$ cat src/kwg_pkg.sv
// ----------------------------------------------------------------------------
// kwg_pkg
// Shared types and constants of the Kaiser window generator: the internal
// number format, the datapath operation codes and the command/status words.
// ----------------------------------------------------------------------------
package kwg_pkg;

    // value = m * 2^e, m is zero or lies in [2^31, 2^32)
    typedef struct packed {
        logic [31:0]        m;
        logic signed [15:0] e;
    } t_xn;

    localparam t_xn XN_ZERO = '{m: 32'd0,          e: 16'sd0};
    localparam t_xn XN_ONE  = '{m: 32'h8000_0000,  e: -16'sd31};
    localparam t_xn XN_PI   = '{m: 32'd3373259426, e: -16'sd30};
    localparam t_xn XN_EPS  = '{m: 32'd2361183241, e: -16'sd71};

    localparam logic [18:0] ONE_Q18 = 19'd262144;

    localparam logic CFG_LENGTH = 1'b0;
    localparam logic CFG_BETA   = 1'b1;

    typedef enum logic [3:0] {
        OP_NONE,
        OP_INIT,    // beta to internal form, m*(M-1-m)
        OP_NUMC,    // numc = pi * beta
        OP_SQRT,    // root of the shifted product
        OP_ZDIV,    // tmp = tmp / (M-1)
        OP_ZMUL,    // z = numc * tmp
        OP_SQ,      // t = arg^2 / 4
        OP_BINIT,   // sum = 1 + t, term = t
        OP_TDIV,    // tmp = t / k^2
        OP_TMUL,    // term = term * tmp
        OP_SADD,    // sum = sum + term
        OP_EMUL,    // tmp = eps * sum
        OP_SAVE,    // num = sum
        OP_QDIV,    // mantissa ratio
        OP_FIN      // round, saturate, emit
    } t_op;

    typedef struct packed {
        logic load;
        logic go;
        t_op  op;
        logic pass;
    } t_cmd;

    typedef struct packed {
        logic done;
        logic oor;
        logic centre;
        logic q_zero;
        logic lt;
        logic k_last;
    } t_st;

endpackage

$ cat src/kwg_ctrl.sv
// ----------------------------------------------------------------------------
// kwg_ctrl
// Sequencer: steps the datapath through the argument set-up, the two
// Bessel series and the final ratio for one word.
// ----------------------------------------------------------------------------
module kwg_ctrl import kwg_pkg::*; (
    input  logic i_clk,
    input  logic i_rst_n,
    input  logic i_start,
    input  t_st  i_st,
    output t_cmd o_cmd,
    output logic o_busy
);

    typedef enum logic [4:0] {
        S_IDLE, S_CHK, S_INIT, S_NUMC, S_SQRT, S_ZDIV, S_ZMUL, S_SQ, S_BINIT,
        S_TDIV, S_TMUL, S_SADD, S_EMUL, S_TEST, S_SAVE, S_QDIV, S_FIN
    } t_state;

    t_state r_state;
    logic   r_wait;
    logic   r_pass;
    t_op    op;
    logic   exec;

    always_comb begin
        exec = 1'b1;
        case (r_state)
            S_INIT:  op = OP_INIT;
            S_NUMC:  op = OP_NUMC;
            S_SQRT:  op = OP_SQRT;
            S_ZDIV:  op = OP_ZDIV;
            S_ZMUL:  op = OP_ZMUL;
            S_SQ:    op = OP_SQ;
            S_BINIT: op = OP_BINIT;
            S_TDIV:  op = OP_TDIV;
            S_TMUL:  op = OP_TMUL;
            S_SADD:  op = OP_SADD;
            S_EMUL:  op = OP_EMUL;
            S_SAVE:  op = OP_SAVE;
            S_QDIV:  op = OP_QDIV;
            S_FIN:   op = OP_FIN;
            default: begin
                op   = OP_NONE;
                exec = 1'b0;
            end
        endcase
        o_cmd.load = i_start && (r_state == S_IDLE);
        o_cmd.go   = exec && !r_wait;
        o_cmd.op   = op;
        o_cmd.pass = r_pass;
    end

    assign o_busy = (r_state != S_IDLE);

    always_ff @(posedge i_clk) begin
        if (!i_rst_n) begin
            r_state <= S_IDLE;
            r_wait  <= 1'b0;
            r_pass  <= 1'b0;
        end else begin
            if (exec && !r_wait) r_wait <= 1'b1;
            case (r_state)
                S_IDLE: begin
                    if (i_start) begin
                        r_state <= S_CHK;
                        r_pass  <= 1'b0;
                    end
                end
                S_CHK: r_state <= (i_st.oor || i_st.centre) ? S_FIN : S_INIT;
                S_TEST: begin
                    if (i_st.lt || i_st.k_last) r_state <= r_pass ? S_QDIV : S_SAVE;
                    else                        r_state <= S_TDIV;
                end
                default: begin
                    if (r_wait && i_st.done) begin
                        r_wait <= 1'b0;
                        case (r_state)
                            S_INIT:  r_state <= S_NUMC;
                            S_NUMC:  r_state <= S_SQRT;
                            S_SQRT:  r_state <= i_st.q_zero ? S_SQ : S_ZDIV;
                            S_ZDIV:  r_state <= S_ZMUL;
                            S_ZMUL:  r_state <= S_SQ;
                            S_SQ:    r_state <= S_BINIT;
                            S_BINIT: r_state <= S_TDIV;
                            S_TDIV:  r_state <= S_TMUL;
                            S_TMUL:  r_state <= S_SADD;
                            S_SADD:  r_state <= S_EMUL;
                            S_EMUL:  r_state <= S_TEST;
                            S_SAVE: begin
                                r_pass  <= 1'b1;
                                r_state <= S_SQ;
                            end
                            S_QDIV:  r_state <= S_FIN;
                            default: r_state <= S_IDLE;
                        endcase
                    end
                end
            endcase
        end
    end

    a_idle_after_done: assert property (@(posedge i_clk) disable iff (!i_rst_n)
        ($fell(o_busy) && $past(i_rst_n)) |-> $past(i_st.done))
        else $error("sequencer left a word without a finished step");

endmodule

$ cat config.mk
export PLATFORM = sky130hd
export DESIGN_NAME = kwg_ctrl
export DESIGN_NICKNAME = d
export VERILOG_FILES = /design/src/kwg_pkg.sv /design/src/kwg_ctrl.sv
export SDC_FILE = /design/constraint.sdc
export NUM_CORES = 1
export LEC_CHECK = 0
export BUFFER_PORTS_ARGS = -buffer_cell sky130_fd_sc_hd__buf_2
export CORE_MARGIN = 3
export CORE_UTILIZATION = 48
export CTS_BUF_LIST = sky130_fd_sc_hd__clkbuf_8
export CTS_CLUSTER_SIZE = 10
export DETAILED_ROUTE_END_ITERATION = 12
export GPL_TIMING_DRIVEN = 0
export MAX_ROUTING_LAYER = met4
export PLACE_DENSITY = 0.78
export RECOVER_POWER = 100
export SLEW_MARGIN = 15
export SYNTH_ARGS = -nofsm -noshare
export SYNTH_HDL_FRONTEND = slang
export SYNTH_SLANG_ARGS = --single-unit
$ cat constraint.sdc
create_clock -name i_clk -period 1.5 [get_ports i_clk]
set_input_delay 0.075 -clock i_clk [delete_from_list [all_inputs] [get_ports i_clk]]
set_output_delay 0.075 -clock i_clk [all_outputs]
set_load 0.02 [all_outputs]
==> metrics, run 1 <==
Max rail drop VDD 1214 µV; first-pass GRT wire length about 3400 µm; final setup fails 6; post-synthesis mux area share under 10%; Period minus WS final 1662 ps; synthesis warning total 0; DR vias 823; status complete, but fails checks; effective utilization at floorplan ~55%; post-synthesis cell count 94; Maximum Capacitance Violations 0; Fin. Hold Viols 0; Pre-antenna DRT Iters 4; sequential-to-total area share from yosys stat approximately a fifth; Clk Latency, worst-skew pair approximately 230 ps; Routed WL 2048 µm; Slew Viols, Final 0; most frequent cells in the layout buf_4, buf_2, nor2_1; I/O pins 17; number of global-route vias before repair 773; initial antenna violation count 0; Synth Area in XOR/XNOR 2.667%; Synth Area in Adders 0%; dpl cells 124; n_diodes 0; Worst setup EP type output pin; Post-synth ARST share 0%; grt total ovfl 0; die area 1849 µm²; row cnt 12; WP data arrival 1590 ps; LEAKAGE 0.3812 nW; Clock Sink Count 7; Max Buffers Root-to-Sink 2; nets 128; top_reg_cell synth dfxtp_1; Final Skew slightly above 6 ps; most common cell after layout, fill and taps aside buf_4; root buffer cell clkbuf_8; DR vias/cell 6.235; Port Buffers 16; DP HPWL 1392 µm; syn_area_per_cell 6.988 µm²; Area Overhead vs Synth 41.90%; worst-margin pin slew approximately 500 ps; critical path class reg -> out; unrepaired setup endpoints after global routing true; Final period util 110.8%; gpl congestion 0.8859; largest net degree at the start of global routing 11; drt drc 0; Clock transition at path regs 40 ps; Max H-tree Level 1; CP max FO 5; CTS tree yes; Post-CTS Hold Buffers 0; Synth area leader dfxtp_1; Post-synth EDFFs 0; WL/cell 15.52 µm; failing checks negative setup slack; Max Clk Rate 601.6 MHz; Netlist cell types 40; synthesized area ~660 µm²; critical path launch point type register; GRT Total Usage 24.05%; final std cells w/o fill about 130; simple-gate share of the synthesized area 30.29%; largest family of logic cells by synthesized area compound AO/OA/AOI/OAI gates; Compound-Gate Fraction of Synth Area roughly 34%; Core ar. 1186 µm²; Hold WC Path Type in -> reg; post-synth top area share 21.33%; antenna viol nets, final 0; worst slack, placed -121.5 ps; Yosys reg bits 7; worst path required time around 1400 ps; Slew headroom between 60% and 70%; synth top area cells dfxtp_1, nor2_1, a21oi_1, nand2_1, a211o_1; Die X 43.00 µm; pwr dens between 2000 and 2500 nW/µm²; die span in y 43.00 µm; worst setup margin -162.1 ps; layout cells sized above 1 41.53%; DRT iter0 DRCs 23; Syn Nets 103; final hold slack 103.4 ps; CTS Buf Count 3
layer usage:
layer  global-route usage [%]  up-vias  wire [µm]
met4                    9.036        0         61
li1                         -      398          -
met5                        -        -          0
met3                    6.356        8        117
met2                    37.72       32        999
met1                    29.37      385        870
layout make-up:
type	instances	area [µm²]
timing repair buffer	22	136.4
multi-input combinational	74	514.2
fill	81	254.0
clock buffer	3	41.29
inverter	4	15.01
tap	14	17.52
clock inverter	1	3.754
sequential	7	153.9
buffer	7	50.05
path summary, 6_finish.rpt:
path                            slack (ps)  depth (start not counted)               startpoint                 endpoint
worst max-delay path                  -160                          5  r_state[3]$_SDFFE_PN0P_                 o_cmd[5]
worst min-delay path                   100                          3                  i_rst_n  r_state[2]$_SDFFE_PN0P_
worst max register to register        -100                          4  r_state[2]$_SDFFE_PN0P_  r_state[4]$_SDFFE_PN0P_
worst min register to register         580                          2        r_wait$_SDFF_PN0_        r_wait$_SDFF_PN0_
critical path, stage by stage (launching register included):
cell and delay [ps]:
dfxtp_4 350, or4b_4 570, a21oi_4 170, nor2_2 50, nor2_2 90, buf_6 120
metrics by stage:
stage	power, W	TNS, ps	cell area, µm²	util (%)
after floorplan	0.001121	0	683.2	-
after global placement	0.001349	-219.3	780.7	65.82
after detailed placement	0.001372	-335.3	780.7	65.82
after CTS	0.001822	-636.8	913.4	77.00
after global routing	0.002003	-950.4	932.1	78.59
final	0.001885	-613.0	932.1	78.59
report_power, final:
part	total [W]	switching [W]	internal, W	leakage (nW)
Clock	0.000262	0.0000847	0.000177	0.0269
Sequential	0.000346	0.0000932	0.000253	0.0602
Combinational	0.00128	0.000696	0.000581	0.294
Total	0.00189	0.000874	0.00101	0.381
kinds of logic after synthesis:
| logic type | after synthesis |
|---|---|
| compound gates | 31 |
| buf+inv | 13 |
| simple gates | 39 |
| xor+xnor | 2 |
| flops | 7 |
| mux | 2 |
state kept, by name, summed over array words and instances (netlist names):
name	count
r_wait	1
r_pass	1
r_state	5
synth_stat cells (2+ instances only):
library cell  number
nor2_1            13
nand2_1            8
a21oi_1            7
dfxtp_1            7
buf_2              4
inv_1              4
nor3_1             4
a211o_1            3
clkbuf_1           3
nand3_1            3
a21boi_0           2
a31oi_1            2
mux2i_1            2
o21ai_0            2
o32ai_1            2
or2_2              2
or4b_1             2
xnor2_1            2
repair_timing:
item,4_1_cts,5_1_grt
setup endpoints to repair,9,11
buffers inserted,6,0
pin swaps,4,5
cloned,0,0
resized for setup,20,13
(Power assumes the default switching activity.)
==> inputs of run 2 (changes only) <==
BUFFER_PORTS_ARGS = not set   (was -buffer_cell sky130_fd_sc_hd__buf_2)
CORE_AREA = 3 3 40 42   (was not set)
CORE_MARGIN = not set   (was 3)
CORE_UTILIZATION = not set   (was 48)
DIE_AREA = 0 0 43 45   (was not set)
DONT_BUFFER_PORTS = 1   (was not set)
PLACE_DENSITY = 0.69   (was 0.78)
SKIP_LAST_GASP = 1   (was not set)
==> metrics, run 2 (synthesis results as in run 1) <==
Maximum Capacitance Violations 0 (unchanged); DR vias/cell 6.504 (was 6.235); I/O pins 17 (unchanged); GRT Total Usage 22.40% (was 24.05%); most frequent cells in the layout nor2_1, nand2_1, buf_4 (was buf_4, buf_2, nor2_1); LEAKAGE 0.3344 nW (was 0.3812 nW); Die X 43 µm (was 43.00 µm); Reg with most FFs r_state (unchanged); Clock Sink Count 7 (unchanged); status complete, but fails checks (unchanged); Worst setup EP type output pin (unchanged); failing checks negative setup slack (unchanged); CTS Buf Count 3 (unchanged); Max H-tree Level 1 (unchanged); FF-to-FF End r_state[4]$_SDFFE_PN0P_ (unchanged); Worst R2R Start r_state[3]$_SDFFE_PN0P_ (was r_state[2]$_SDFFE_PN0P_); Worst Reg-to-Reg Cells 4 (unchanged); nets 114 (was 128); root buffer cell clkbuf_8 (unchanged); most common cell after layout, fill and taps aside nor2_1 (was buf_4); setup TNS -520.7 ps (was -613.0 ps); n_diodes 0 (unchanged); DR vias 774 (was 823); worst slack, placed -122.2 ps (was -121.5 ps); WP data arrival 1550 ps (was 1590 ps); worst path required time 1420 ps (about the same); pwr dens 2038 nW/µm² (was 2023 nW/µm²); first-pass GRT wire length 3236 µm (was 3367 µm); Port Buffers 0 (was 16); Core ar. 1285 µm² (was 1186 µm²); gpl congestion 0.7994 (was 0.8859); CP max FO 5 (unchanged); Slew headroom 70.24% (was 65.78%); worst setup margin -127.5 ps (was -162.1 ps); critical path class reg -> out (unchanged); max FFs per register 5 (unchanged); initial antenna violation count 0 (unchanged); die span in y 45 µm (was 43.00 µm); critical path launch point type register (unchanged); Hold WC Path Type in -> reg (unchanged); Fillers 105 (was 81); CTS tree yes (unchanged); final setup fails 8 (was 6); fin util 70.89% (was 78.59%); die area 1935 µm² (was 1849 µm²); layout cells sized above 1 34.62% (was 41.53%); cell count of the worst hold path 2 (was 3); worst-margin pin slew 446.5 ps (was 513.3 ps); Clock transition at path regs 40 ps (about the same); Max Clk Rate 614.5 MHz (was 601.6 MHz); Routed WL 1993 µm (was 2048 µm); Period minus WS final 1627 ps (was 1662 ps); Hold Crit Start i_st[5] (was i_rst_n); Hold Path End r_pass$_SDFFE_PN0P_ (was r_state[2]$_SDFFE_PN0P_); Pre-antenna DRT Iters 5 (was 4); grt total ovfl 0 (unchanged); unrepaired setup endpoints after global routing true (unchanged); Fin. Hold Viols 0 (unchanged); Final period util 108.5% (was 110.8%); number of global-route vias before repair 725 (was 773); drt drc 0 (unchanged); WL/cell 16.75 µm (was 15.52 µm); Slew Viols, Final 0 (unchanged); row cnt 13 (was 12); antenna viol nets, final 0 (unchanged); largest net degree at the start of global routing 11 (unchanged); final hold slack 84.67 ps (was 103.4 ps); DP HPWL 1298 µm (was 1392 µm); DRT iter0 DRCs 21 (was 23); effective utilization at floorplan 51.12% (was 55.38%); Final Skew 4.019 ps (was 6.238 ps); r2r setup slk -70 ps (was -100 ps); Regs by FF count r_state (5), r_pass (1), r_wait (1) (unchanged); Max Buffers Root-to-Sink 2 (unchanged); Clk Latency, worst-skew pair 230 ps (about the same); Area Overhead vs Synth 38.67% (was 41.90%); Max rail drop VDD 1103 µV (was 1214 µV)
==> run 2: cell types whose count changed in the layout (fill, tap and decap cells not counted), sizes merged <==
cell	before	now
buf	24	10
clkbuf	8	7
dlygate4sd3	0	1
==> run 2: through the flow <==
stage | instances | instance area, µm² | total power (W)
after detailed placement | 109 | 701.9 | 0.001278
after floorplan | 94 | 683.2 | 0.001121
after CTS | 118 | 905.9 | 0.001845
final | 119 | 910.9 | 0.001856
after global routing | 119 | 910.9 | 0.001978
after global placement | 109 | 701.9 | 0.001259
==> run 2: report_power, final <==
group          internal, W  total (W)  switching [W]
clock network     0.000177   0.000265      0.0000877
logic             0.000513    0.00126       0.000742
registers         0.000253   0.000336      0.0000829
==> run 2: area by class of cell <==
class / count / area [µm²] / share of cell area [%]
plain buffers: 8 / 47.55 / 5.220
clock buffers: 3 / 41.29 / 4.533
clock inverters: 1 / 3.754 / 0.4121
inverters: 4 / 15.01 / 1.648
multi-input cells: 74 / 575.6 / 63.19
flip-flops and latches: 7 / 153.9 / 16.90
well taps: 15 / 18.77 / 2.060
repair buffers: 7 / 55.05 / 6.044
==> run 2: worst max path at each step <==
stage	from	cells past startpoint	slack (ps)	to
CTS	r_state[3]$_SDFFE_PN0P_	3	-100	o_cmd[2]
detailed placement	r_state[2]$_SDFFE_PN0P_	4	-120	r_state[4]$_SDFFE_PN0P_
global placement	r_state[1]$_SDFFE_PN0P_	5	-110	r_state[4]$_SDFFE_PN0P_
floorplan	r_state[2]$_SDFFE_PN0P_	4	0.9	r_state[4]$_SDFFE_PN0P_
global route	r_state[3]$_SDFFE_PN0P_	4	-150	o_cmd[5]
finish	r_state[3]$_SDFFE_PN0P_	4	-130	o_cmd[5]
==> run 2: metal layers <==
layer  GRT usage [%]  part of all wire, %
met5               -                    0
met4           3.614                 0.60
met3           6.375                  7.7
met2           36.83                   52
met1           28.02                   40
==> run 2: critical path, cell delays in order (launching register included) <==
cell and delay [ps]:
dfxtp_4 350, or4b_4 580, a21oi_4 180, nor2_2 70
nor2_4 150
==> run 2: repair_timing <==
item,in CTS,in global routing
gates resized for setup,29,4
hold buffers,1,0
pin swaps,6,1
setup endpoints to repair,10,8
hold endpoints to repair,1,0
setup buffers,5,1
